==> config.mk <==
export PLATFORM = sky130hd
export DESIGN_NAME = cbpt_ctrl
export DESIGN_NICKNAME = d
export VERILOG_FILES = /design/src/sv/cbpt_pkg.sv /design/src/sv/cbpt_ctrl.sv
export SDC_FILE = /design/constraint.sdc
export NUM_CORES = 1
export LEC_CHECK = 0
export BUFFER_PORTS_ARGS = -buffer_cell sky130_fd_sc_hd__buf_2
export CORE_AREA = 2 2 39 41
export DETAILED_ROUTE_END_ITERATION = 10
export DIE_AREA = 0 0 41 43
export SLEW_MARGIN = 10
export SYNTH_ARGS = -nofsm -noshare
export SYNTH_HDL_FRONTEND = slang
export SYNTH_SLANG_ARGS = --single-unit
export TNS_END_PERCENT = 1
==> constraint.sdc <==
create_clock -name clk_i -period 1.2 [get_ports clk_i]
set_input_delay 0.18 -clock clk_i [delete_from_list [all_inputs] [get_ports clk_i]]
set_output_delay 0.18 -clock clk_i [all_outputs]
set_load 0.1 [all_outputs]
==> src/sv/cbpt_pkg.sv <==
package cbpt_pkg;

  // Default field widths of the curve datapath.
  localparam int COORD_BITS_DEF      = 24;
  localparam int PARAM_FRAC_BITS_DEF = 16;

  // Number of register stages from the input ports to the result registers.
  localparam int PIPE_DEPTH = 8;

  // One load enable for each pipeline stage, index 0 is the first stage.
  typedef logic [PIPE_DEPTH-1:0] pipe_en_t;

endpackage

==> src/sv/cbpt_ctrl.sv <==
module cbpt_ctrl (
  input  logic              clk_i,
  input  logic              rst_ni,
  input  logic              in_valid_i,
  output logic              in_stall_o,
  output logic              out_valid_o,
  input  logic              out_stall_i,
  output cbpt_pkg::pipe_en_t en_o
);
  import cbpt_pkg::*;

  logic [PIPE_DEPTH-1:0] valid_d, valid_q;
  pipe_en_t              ready;

  // A stage may load when it is empty or when the stage after it moves on.
  always_comb begin
    ready[PIPE_DEPTH-1] = !valid_q[PIPE_DEPTH-1] || !out_stall_i;
    for (int k = PIPE_DEPTH - 2; k >= 0; k--) begin
      ready[k] = !valid_q[k] || ready[k+1];
    end
  end

  // Valid bits move along with the data of each item.
  always_comb begin
    valid_d = valid_q;
    if (ready[0]) begin
      valid_d[0] = in_valid_i;
    end
    for (int k = 1; k < PIPE_DEPTH; k++) begin
      if (ready[k]) begin
        valid_d[k] = valid_q[k-1];
      end
    end
  end

  always_ff @(posedge clk_i or negedge rst_ni) begin
    if (!rst_ni) begin
      valid_q <= '0;
    end else begin
      valid_q <= valid_d;
    end
  end

  assign en_o        = ready;
  assign in_stall_o  = !ready[0];
  assign out_valid_o = valid_q[PIPE_DEPTH-1];

endmodule

==> results.ini <==
[outcome]
status = finished, violations left
violations = negative setup slack

[synthesis]
ys_types = 14
synth_edf_count = 0
synth_xor_area_share_pct = 0
synth.area.mux_share_pct = 0
synth_simple_gate_area_share_pct = 22.4
synth_compound_area_share_pct = 12.3
ys_seq_area_share_pct = 57.8
avgSynthCellArea_um2 = 12.0
yosysWarnings = 0
synth_fa_ha_area_share_pct = 0
syn-cell-area_um2 = 347
synthesis.nets = 33
synthArstFlopShare_pct = 100
synth_seq_cells = 8
synth_top_family_by_area = simple AND/OR/NAND/NOR gates
synthFlopType = dfrtp_1
synthCells = 29

[sta]
finClkSkew_ns = 0.000567
setup_violations = 10
grt_setup_unrepaired = true
fin_crit_sh_pct = 124
drv_slew = 0
worst_pin_slew_ns = 0.197
clock.fmax_mhz = 671
holdWs_ns = 0.119
tns_ns = -1.85
fin_crit_ns = 1.49
slew_headroom_pct = 86.9
fin_ws_ns = -0.290
hold_viol = 0

[layout]
syn_to_final_growth_pct = 100
drive_above_1_share_pct = 62.3
reg_top3 = valid_q (8)
nFillCells = 134
fin_area_um2 = 693
nets = 58
largest_reg_flops = 8
largest_register = valid_q
fin_util_pct = 50.1
diodes = 0

[setup_path]
r2r-end = valid_q[0]$_DFFE_PN0P_
end_kind = output pin
timing.rr.start = valid_q[7]$_DFFE_PN0P_
cp.arrival_ns = 1.31
crit_type = reg2out
crit_fanout = 5
r2r_cells = 3
cp-start-kind = flip-flop
rrSetupSlack_ns = 0.04
worst_ep_required_time_ns = 1.02

[clock_network]
cts_sinks = 8
clk_pin_slew_ns = 0.06
clk_latency_ns = 0.25
postCtsSetupRepairBufs = 0
numCtsBuffers = 3
htree_num_levels = 1
cts_tree = yes
cts_root_buffer = clkbuf_4
clockBufferDepth = 2

[global_routing]
grt_pass1_vias = 333
grt_max_degree = 9
antenna_found_initial = 0
grt_util_all_layers_pct = 11.9
grt_pass1_wl_um = 1450
gr-total-overflow = 0

[placed_design]
place_hpwl_um = 605
portBuffers = 13
place_congestion = 0.647
place_area_um2 = 616

[hold_path]
hp-start = in_valid_i
min_path_type = in2reg
hold_end = valid_q[0]$_DFFE_PN0P_
hold_path_depth = 2

[routing]
first_pass_iters = 2
ant_nets = 0
post_drt_wl_per_cell_um = 11.7
remaining_drc_errors = 0
num_vias = 314
via_per_inst = 4.55
wl_um = 809
drt_iter0_markers = 7

[power]
power.total_mw = 1.39
p_per_area_nw_per_um2 = 2010
p_leak_nw = 0.314
max-vdd-ir-drop_mv = 1.05

[floorplanning]
core_area_um2 = 1380
die_w_um = 41
dieArea_um2 = 1760
io_pins = 14
std_cell_rows = 14
floorplan.initialDensity_pct = 25.0
die_height_um = 43

[run]
drv_cap = 0

[kinds of logic after synthesis]
group | Yosys count
AOI/OAI and AO/OA | 5
buffers and inverters | 3
DFF | 8
and+or+nand+nor | 13
[stage by stage]
step	instances	worst slack [ns]
2_1_floorplan	29	-0.913
3_3_place_gp	63	-0.0517
3_5_place_dp	63	-0.0633
4_1_cts	69	-0.303
5_1_grt	69	-0.332
6_report	69	-0.290
[cell usage in the layout (no fill, tap or decap), drive strengths merged, types with 2 or more instances in the layout]
cell type  Yosys  layout
buf            2      20
dfrtp          8       8
clkbuf         0       4
and4           2       3
nand2          3       3
nand3          3       3
a31o           2       2
a21o           2       2
nand2b         2       2
[Yosys cell counts, drive strengths merged (2+ instances only)]
cell type	instances	area, um^2
a21o	2	15.0
buf	2	22.5
and4	2	20.0
nand2b	2	12.5
dfrtp	8	200
nand2	3	11.3
nand3	3	15.0
a31o	2	17.5
[power by group]
group          internal [mW]  switching, mW
combinational          0.316          0.508
clock                  0.127         0.0904
sequential             0.318         0.0309
[worst max path at each step]
| stage | startpoint | end | depth (start not counted) |
|---|---|---|---|
| after global routing | valid_q[7]$_DFFE_PN0P_ | in_stall_o | 3 |
| after detailed placement | valid_q[7]$_DFFE_PN0P_ | in_stall_o | 3 |
| after CTS | valid_q[7]$_DFFE_PN0P_ | in_stall_o | 3 |
| final | valid_q[7]$_DFFE_PN0P_ | in_stall_o | 3 |
| after floorplan | valid_q[7]$_DFFE_PN0P_ | en_o[0] | 3 |
| after global placement | valid_q[7]$_DFFE_PN0P_ | in_stall_o | 3 |
[timing repair]
action                                  in CTS  in global routing
hold buffers                                 1                  0
hold endpoints to repair                     8                  0
resized for setup                            7                  2
cloned                                       1                  0
pin swaps                                    0                  0
endpoints found under the setup margin      10                 10
[final cells by class]
cell class | count | area [um^2] | area share (%)
Multi-Input combinational cell | 19 | 159 | 22.9
Tap cell | 16 | 20.0 | 2.89
Timing Repair Buffer | 21 | 278 | 40.1
Sequential cell | 8 | 204 | 29.4
Inverter | 1 | 6.26 | 0.903
Clock buffer | 4 | 26.3 | 3.79
[worst max-delay path: stages (launching register included)]
cell	delay (ns)
dfrtp_4	0.41
and4_4	0.24
and4_4	0.24
buf_12	0.17
[routing by layer]
metal / GRT usage [%] / up-vias / share of wire (%)
li1: - / 155 / -
met1: 16.1 / 148 / 45
met2: 17.5 / 11 / 48
met3: 2.09 / 0 / 6.6
met4: 6.00 / 0 / 0
met5: 0 / - / 0
No activity file was read; power rests on OpenSTA's default activity.
